### src/rtl/pfe_pkg.sv
`timescale 1ns / 1ps
`default_nettype none

package pfe_pkg;

    // Item kinds carried on the input channel.
    localparam logic [2:0] KIND_SET_LEVEL  = 3'd0;
    localparam logic [2:0] KIND_SET_COLOUR = 3'd1;
    localparam logic [2:0] KIND_TICK       = 3'd2;
    localparam logic [2:0] KIND_ALL_OFF    = 3'd3;
    localparam logic [2:0] KIND_COUNT      = 3'd4;

    localparam logic [7:0]        BRIGHT_MAX   = 8'd255;
    localparam logic signed [7:0] STEP_RAW_MIN = -8'sd128;
    localparam logic signed [7:0] STEP_LOWEST  = -8'sd127;
    localparam logic [6:0]        COUNT_MAX    = 7'd127;

    typedef enum logic [1:0] {
        ST_IDLE,
        ST_FADE,
        ST_COUNT,
        ST_HOLD
    } state_t;

    typedef struct packed {
        logic [7:0] red;
        logic [7:0] green;
        logic [7:0] blue;
    } colour_t;

    typedef struct packed {
        logic [7:0]        bright;
        logic signed [7:0] step;
    } level_t;

endpackage

`default_nettype wire

### src/rtl/pixel_fade_engine.sv
`timescale 1ns / 1ps
`default_nettype none

// Pixel fade engine: holds a table of PIXELS LED pixels (colour, brightness and a signed
// fade step, all zero after reset) and takes one word at a time on the s_ channel. Set
// brightness/step, set colour, all off, and a fade tick that does not bring the divider
// to zero are each done as they are taken, and s_ready stays high. A fade tick that
// reaches zero reloads the divider from fade_divider and walks every pixel; s_ready
// stays low until the last pixel has been processed. A count query walks every
// pixel as well and keeps s_ready low through the walk and the hold state, then leaves
// its answer in the m_ output register, where it may wait while new words are taken; a
// second query waits in the hold state until the previous answer has gone. Both walks
// are set by the single read port of the pixel memory, one pixel per cycle, feeding one
// shared update/compare unit. Writing the divider register leaves the running tick
// count alone: the new value is used at the next reload.

module pixel_fade_engine #(
    parameter int PIXELS = 64
) (
    input  wire logic              aclk,
    input  wire logic              aresetn,

    input  wire logic              cfg_valid,
    output logic                   cfg_ready,
    input  wire logic [7:0]        cfg_fade_divider,

    input  wire logic              s_valid,
    output logic                   s_ready,
    input  wire logic [2:0]        s_kind,
    input  wire logic [5:0]        s_pixel_index,
    input  wire logic [7:0]        s_brightness,
    input  wire logic signed [7:0] s_fade_step,
    input  wire logic [7:0]        s_red,
    input  wire logic [7:0]        s_green,
    input  wire logic [7:0]        s_blue,

    output logic                   m_valid,
    input  wire logic              m_ready,
    output logic [6:0]             m_lit_count
);

    localparam int IDX_W = (PIXELS > 1) ? $clog2(PIXELS) : 1;

    // Control state.
    pfe_pkg::state_t   state_reg, state_next;
    logic [IDX_W-1:0]  rd_idx_reg, rd_idx_next;
    logic              issue_reg, issue_next;
    logic [6:0]        cnt_reg, cnt_next;
    logic [7:0]        tick_reg, tick_next;
    logic [7:0]        fade_div_reg, fade_div_next;
    logic              m_valid_reg, m_valid_next;
    logic [6:0]        m_count_reg, m_count_next;

    // Valid bits: an entry that was never written reads as zero.
    logic [PIXELS-1:0] cval_reg, cval_next;
    logic [PIXELS-1:0] bval_reg, bval_next;

    // Read pipeline stage that follows the memory read.
    logic              pipe_vld_reg;
    logic              pipe_last_reg;
    logic [IDX_W-1:0]  pipe_idx_reg;
    logic              pipe_cv_reg;
    logic              pipe_bv_reg;
    pfe_pkg::colour_t  col_rdata_reg;
    pfe_pkg::level_t   lvl_rdata_reg;

    // Pixel memories.
    pfe_pkg::colour_t  col_mem [PIXELS];
    pfe_pkg::level_t   lvl_mem [PIXELS];

    logic              col_we;
    pfe_pkg::colour_t  col_wdata;
    logic              lvl_we;
    logic [IDX_W-1:0]  lvl_waddr;
    pfe_pkg::level_t   lvl_wdata;

    logic [IDX_W-1:0]  set_addr;
    logic              set_in_range;
    logic              rd_last;
    logic [7:0]        tick_dec;

    // Shared unit signals.
    pfe_pkg::colour_t  cur_col;
    pfe_pkg::level_t   cur_lvl;
    pfe_pkg::level_t   upd_lvl;
    logic [7:0]        step_mag;
    logic [8:0]        bright_sum;
    logic [7:0]        chan_max;
    logic [16:0]       lit_prod;
    logic              pix_lit;

    assign cfg_ready   = 1'b1;
    assign s_ready     = (state_reg == pfe_pkg::ST_IDLE);
    assign m_valid     = m_valid_reg;
    assign m_lit_count = m_count_reg;

    assign set_addr     = IDX_W'(s_pixel_index);
    assign set_in_range = (int'(s_pixel_index) < PIXELS);
    assign rd_last      = (rd_idx_reg == IDX_W'(PIXELS - 1));
    assign tick_dec     = tick_reg - 8'd1;

    // Entries whose valid bit is clear behave as all zero.
    assign cur_col = pipe_cv_reg ? col_rdata_reg : '0;
    assign cur_lvl = pipe_bv_reg ? lvl_rdata_reg : '0;

    // Fade update of one pixel. The step is never -128, so its negation fits.
    always_comb begin
        step_mag   = 8'(-cur_lvl.step);
        bright_sum = {1'b0, cur_lvl.bright} + {1'b0, step_mag};
        upd_lvl    = cur_lvl;
        if (cur_lvl.step < 0) begin
            if (bright_sum[8]) begin
                upd_lvl.bright = pfe_pkg::BRIGHT_MAX;
                upd_lvl.step   = signed'(step_mag);
            end else begin
                upd_lvl.bright = bright_sum[7:0];
            end
        end else begin
            if (cur_lvl.bright >= unsigned'(cur_lvl.step)) begin
                upd_lvl.bright = cur_lvl.bright - unsigned'(cur_lvl.step);
            end else begin
                upd_lvl.bright = '0;
            end
        end
    end

    // A pixel is lit when its largest channel times (brightness+1) reaches 256.
    always_comb begin
        chan_max = cur_col.red;
        if (cur_col.green > chan_max) begin
            chan_max = cur_col.green;
        end
        if (cur_col.blue > chan_max) begin
            chan_max = cur_col.blue;
        end
        lit_prod = 17'(chan_max) * 17'({1'b0, cur_lvl.bright} + 9'd1);
        pix_lit  = |lit_prod[16:8];
    end

    always_comb begin
        state_next    = state_reg;
        rd_idx_next   = rd_idx_reg;
        issue_next    = issue_reg;
        cnt_next      = cnt_reg;
        tick_next     = tick_reg;
        fade_div_next = fade_div_reg;
        m_valid_next  = m_valid_reg;
        m_count_next  = m_count_reg;
        cval_next     = cval_reg;
        bval_next     = bval_reg;
        col_we        = 1'b0;
        col_wdata     = '{red: s_red, green: s_green, blue: s_blue};
        lvl_we        = 1'b0;
        lvl_waddr     = set_addr;
        lvl_wdata.bright = s_brightness;
        lvl_wdata.step   = (s_fade_step == pfe_pkg::STEP_RAW_MIN) ?
                           pfe_pkg::STEP_LOWEST : s_fade_step;

        if (cfg_valid) begin
            fade_div_next = cfg_fade_divider;
        end

        if (m_valid_reg && m_ready) begin
            m_valid_next = 1'b0;
        end

        // Read issue side of the walk.
        if (issue_reg) begin
            if (rd_last) begin
                issue_next = 1'b0;
            end else begin
                rd_idx_next = rd_idx_reg + IDX_W'(1);
            end
        end

        case (state_reg)
            pfe_pkg::ST_IDLE: begin
                if (s_valid) begin
                    case (s_kind)
                        pfe_pkg::KIND_SET_LEVEL: begin
                            if (set_in_range) begin
                                lvl_we              = 1'b1;
                                bval_next[set_addr] = 1'b1;
                            end
                        end
                        pfe_pkg::KIND_SET_COLOUR: begin
                            if (set_in_range) begin
                                col_we              = 1'b1;
                                cval_next[set_addr] = 1'b1;
                            end
                        end
                        pfe_pkg::KIND_TICK: begin
                            tick_next = tick_dec;
                            if (tick_dec == 8'd0) begin
                                tick_next   = fade_div_reg;
                                state_next  = pfe_pkg::ST_FADE;
                                issue_next  = 1'b1;
                                rd_idx_next = '0;
                            end
                        end
                        pfe_pkg::KIND_ALL_OFF: begin
                            // Brightness and step go to zero; colours stay.
                            bval_next = '0;
                        end
                        pfe_pkg::KIND_COUNT: begin
                            state_next  = pfe_pkg::ST_COUNT;
                            issue_next  = 1'b1;
                            rd_idx_next = '0;
                            cnt_next    = '0;
                        end
                        default: begin
                        end
                    endcase
                end
            end
            pfe_pkg::ST_FADE: begin
                if (pipe_vld_reg) begin
                    if (pipe_bv_reg) begin
                        lvl_we    = 1'b1;
                        lvl_waddr = pipe_idx_reg;
                        lvl_wdata = upd_lvl;
                    end
                    if (pipe_last_reg) begin
                        state_next = pfe_pkg::ST_IDLE;
                    end
                end
            end
            pfe_pkg::ST_COUNT: begin
                if (pipe_vld_reg) begin
                    if (pix_lit && (cnt_reg != pfe_pkg::COUNT_MAX)) begin
                        cnt_next = cnt_reg + 7'd1;
                    end
                    if (pipe_last_reg) begin
                        state_next = pfe_pkg::ST_HOLD;
                    end
                end
            end
            pfe_pkg::ST_HOLD: begin
                if (!m_valid_reg || m_ready) begin
                    m_valid_next = 1'b1;
                    m_count_next = cnt_reg;
                    state_next   = pfe_pkg::ST_IDLE;
                end
            end
            default: begin
                state_next = pfe_pkg::ST_IDLE;
            end
        endcase
    end

    always_ff @(posedge aclk) begin
        if (!aresetn) begin
            state_reg     <= pfe_pkg::ST_IDLE;
            rd_idx_reg    <= '0;
            issue_reg     <= 1'b0;
            cnt_reg       <= '0;
            tick_reg      <= 8'd4;
            fade_div_reg  <= 8'd4;
            m_valid_reg   <= 1'b0;
            cval_reg      <= '0;
            bval_reg      <= '0;
            pipe_vld_reg  <= 1'b0;
        end else begin
            state_reg     <= state_next;
            rd_idx_reg    <= rd_idx_next;
            issue_reg     <= issue_next;
            cnt_reg       <= cnt_next;
            tick_reg      <= tick_next;
            fade_div_reg  <= fade_div_next;
            m_valid_reg   <= m_valid_next;
            cval_reg      <= cval_next;
            bval_reg      <= bval_next;
            pipe_vld_reg  <= issue_reg;
        end
    end

    always_ff @(posedge aclk) begin
        m_count_reg   <= m_count_next;
        pipe_last_reg <= rd_last;
        pipe_idx_reg  <= rd_idx_reg;
        if (issue_reg) begin
            pipe_cv_reg <= cval_reg[rd_idx_reg];
            pipe_bv_reg <= bval_reg[rd_idx_reg];
        end
    end

    // Colour memory.
    always_ff @(posedge aclk) begin
        if (col_we) begin
            col_mem[set_addr] <= col_wdata;
        end
        if (issue_reg) begin
            col_rdata_reg <= col_mem[rd_idx_reg];
        end
    end

    // Brightness and step memory.
    always_ff @(posedge aclk) begin
        if (lvl_we) begin
            lvl_mem[lvl_waddr] <= lvl_wdata;
        end
        if (issue_reg) begin
            lvl_rdata_reg <= lvl_mem[rd_idx_reg];
        end
    end

    // A result only appears out of the hold state.
    assert property (@(posedge aclk) disable iff (!aresetn)
        $rose(m_valid_reg) |-> $past(state_reg == pfe_pkg::ST_HOLD))
        else $error("result raised outside the hold state");

    // The walk pipeline runs only during a fade or a count.
    assert property (@(posedge aclk) disable iff (!aresetn)
        pipe_vld_reg |-> (state_reg == pfe_pkg::ST_FADE || state_reg == pfe_pkg::ST_COUNT))
        else $error("pixel read in flight outside a walk");

    // Reads stay inside the table.
    assert property (@(posedge aclk) disable iff (!aresetn)
        issue_reg |-> (int'(rd_idx_reg) < PIXELS))
        else $error("pixel read beyond the table");

    // Once in hold, the walk has drained completely.
    assert property (@(posedge aclk) disable iff (!aresetn)
        (state_reg == pfe_pkg::ST_HOLD) |-> (!issue_reg && !pipe_vld_reg))
        else $error("hold entered with reads still pending");

    // The count never exceeds the table size.
    assert property (@(posedge aclk) disable iff (!aresetn)
        m_valid_reg |-> (int'(m_count_reg) <= PIXELS))
        else $error("lit count larger than the table");

endmodule

`default_nettype wire
### config.mk
export PLATFORM = sky130hd
export DESIGN_NAME = pixel_fade_engine
export DESIGN_NICKNAME = d
export VERILOG_FILES = /design/src/rtl/pfe_pkg.sv /design/src/rtl/pixel_fade_engine.sv
export SDC_FILE = /design/constraint.sdc
export NUM_CORES = 2
export LEC_CHECK = 0
export BUFFER_PORTS_ARGS = -buffer_cell sky130_fd_sc_hd__buf_2
export CAP_MARGIN = 10
export CORE_UTILIZATION = 55
export CTS_BUF_LIST = sky130_fd_sc_hd__clkbuf_16
export CTS_CLUSTER_SIZE = 30
export DETAILED_ROUTE_END_ITERATION = 16
export PLACE_DENSITY = 0.8
export SYNTH_ARGS = -nofsm -noshare
export SYNTH_HDL_FRONTEND = slang
export SYNTH_SLANG_ARGS = --single-unit
### constraint.sdc
create_clock -name aclk -period 13.2 [get_ports aclk]
set_input_delay 1.32 -clock aclk [delete_from_list [all_inputs] [get_ports aclk]]
set_output_delay 1.32 -clock aclk [all_outputs]
set_load 0.05 [all_outputs]
==> results.cfg <==
[yosys]
netlist_area_sq_um = 110000
synth_seq_cells = 2778
ys_top_cells_by_area = edfxtp_1 (71%), mux4_2 (18%), dfxtp_1 (3.1%)
synthDistinctLibCells = 74
synthArstFlopShare_pct = 0
synth_top_area_share_pct = 71.3
synth_area_per_cell_sq_um = 21.7
ys_seq_area_share_pct = 74.4
syn_nets = 5245
dominantRegCellSynth = edfxtp_1
synth.largest_area_cell = edfxtp_1
synth_edf_count = 2609
synth_cells = 5068
yosys_warnings = 0

[floorplanning]
die_area_sq_um = 201000
std_cell_rows = 163
core_area_sq_um = 198000
start_util_pct = 55.5
ioPinCount = 72
die_w_um = 449
die_h_um = 449

[route]
routedWlPerCell_um = 36.6
wl_mm = 299
drtIter0Drc = 9713
via_count = 56654
postRouteAntennaNets = 0
vias_per_cell = 6.93
dr.pass1.iters = 8
drc_errors = 0

[cts]
cts-hold-fix-buffers = 0
cts_htree_levels = 5
clkTransAtPathRegs_ns = 0.06
post_cts_buffers = 0
ctsResizeCount = 0
cts-root-buf = clkbuf_16
cts_buffers = 283
clock_latency_ns = 0.97
cts_tree = built
clock_sinks = 2778
clockBufferDepth = 4

[global_route]
antenna_found_initial = 44
grt_max_degree = 140
grt_pass1_wl_mm = 421
grt_overflow = 0
grt_use_total_pct = 29.6
grt_pass1_vias = 57954

[final_layout]
largestRegisters = col_mem (1536), lvl_mem (1024)
most-common-layout-cells = edfxtp_1 (2609), mux4_2 (882), clkbuf_16 (293), nor2_1 (234), dfxtp_1 (162)
top_register = col_mem
drive_gt1_share_pct = 28.3
fin_area_sq_um = 123000
utilization_pct = 62.2
area_delta_synth_final_pct = 12.0
n_fill_cell = 12308
final_nets = 5489
layout_commonest_cell = edfxtp_1
largest_register_ff_count = 1536

[sta]
tns_ns = 0
max_freq_ghz = 0.0993
hold_slack_ns = 0.464
finalHoldViolCount = 0
setup_violations = 0
min_period_ns = 10.07
post-route-period-util_pct = 76.3
maxSlewViolCount = 0
tightest_slew_ns = 1.37
rsz0062_at_grt = false
slew_headroom_pct = 8.67
skew_ns = 0.0695

[setup_path]
crit_path_frequent_cell = fa_1
reg2reg_slack_ns = 3.13
crit_path_max_incr_delay_ns = 0.78
cp_slowest_cell = edfxtp_1
critical_path_required_ns = 14.02
criticalPathCategory = flop to flop
arrival_ns = 10.89
worst_setup_path_start_kind = flop
crit_fanout = 24
end_kind = flop

[pwr]
p_leak_nw = 37.8
power_density_nw_per_um2 = 146
ir_drop_mv = 0.157
p_total_w = 0.0179

[place]
place_area_sq_um = 114000
io_buffers = 70
place.gp.congestion = 0.819
dpl.hpwl_mm = 149

[flow_run]
maxCapViolCount = 0

[run_status]
status = complete, no violations

[worst_hold_path]
hold_path.class = flop to flop
[area by class of cell]
class                      count  area [sq um]  area share [%]
clock buffer                 293          7330            5.96
clock inverter               192          1260            1.03
sequential                  2778         81700            66.5
tap                         2640          3300            2.69
multi-input combinational   1972         27500            22.4
inverter                      73           274           0.223
timing repair buffer         204          1480            1.21
antenna                       20          50.0          0.0407
[cell usage after synthesis, types with 3 or more instances]
cell type and count:
nand2b_1 18, o21a_1 68, o31a_1 6, buf_1 75, xor2_1 22, mux2i_1 17
and3_1 8, nand2_1 148, nor3_1 9, mux4_2 882, a32o_1 3, a21oi_1 108
nand3b_1 7, a21o_1 25, xnor2_1 13, ha_1 72, o21ai_0 47, or3_1 4
a21boi_0 7, nor2b_1 17, clkbuf_1 168, a31oi_1 3, dfxtp_1 169, inv_1 73
nand4_1 8, a211oi_1 7, o21bai_1 3, o211ai_1 3, fa_1 43, a221oi_1 5
edfxtp_1 2609, or4_1 4, nor3b_1 6, mux2_2 5, nand3_1 33, and2_1 23
nor2_1 304, or2_2 4
[worst max-delay path: cells and delay by family (launching register included)]
kind                     cells  cell delay, ns
adder cells (fa/ha/maj)      7            2.70
AND/OR/NAND/NOR              8            2.46
multiplexers                 1            0.74
buffers and inverters        2            0.17
flip-flops                   1            0.78
AO/OA/AOI/OAI               13            3.08
[where the power goes]
part           switching [W]  internal, W  total [W]
Combinational       0.000409     0.000217   0.000626
Clock                0.00334      0.00431    0.00765
Sequential         0.0000116      0.00963    0.00965
Total                0.00376       0.0142     0.0179
[through the flow]
stage	setup WS, ns	instances
floorplan	3.94	5068
global placement	3.45	7662
detailed placement	3.27	7662
CTS	3.26	8147
global route	2.46	8160
finish	3.13	8172
[path summary, 6_finish.rpt]
path,start,endpoint,cells after the start
setup reg to reg,pipe_cv_reg,cnt_reg[2],31
setup / recovery,pipe_cv_reg,cnt_reg[2],31
hold reg to reg,cval_reg[34],cval_reg[34],1
hold / removal,cval_reg[34],cval_reg[34],1
[cell families (layout without fill, tap and decap cells)]
logic type      after synthesis  in the layout  share of synthesized area (%)
other cells                   1             21                        0.00341
mux                         904            904                           18.3
xor+xnor                     35             35                          0.279
buf+inv                     318            762                           1.10
simple gates                609            609                           2.47
compound gates              308            308                           1.83
flops                      2778           2778                           74.4
fa+ha+maj                   115            115                           1.60
[routing by layer]
metal,vias up,GRT usage (%),share of wire (%)
met5,-,0,0.074
li1,21569,-,-
met1,29082,38.0,33
met4,24,13.5,5.1
met3,995,8.09,13
met2,4984,47.4,48
Note: power is estimated with default switching activity, not from simulation.
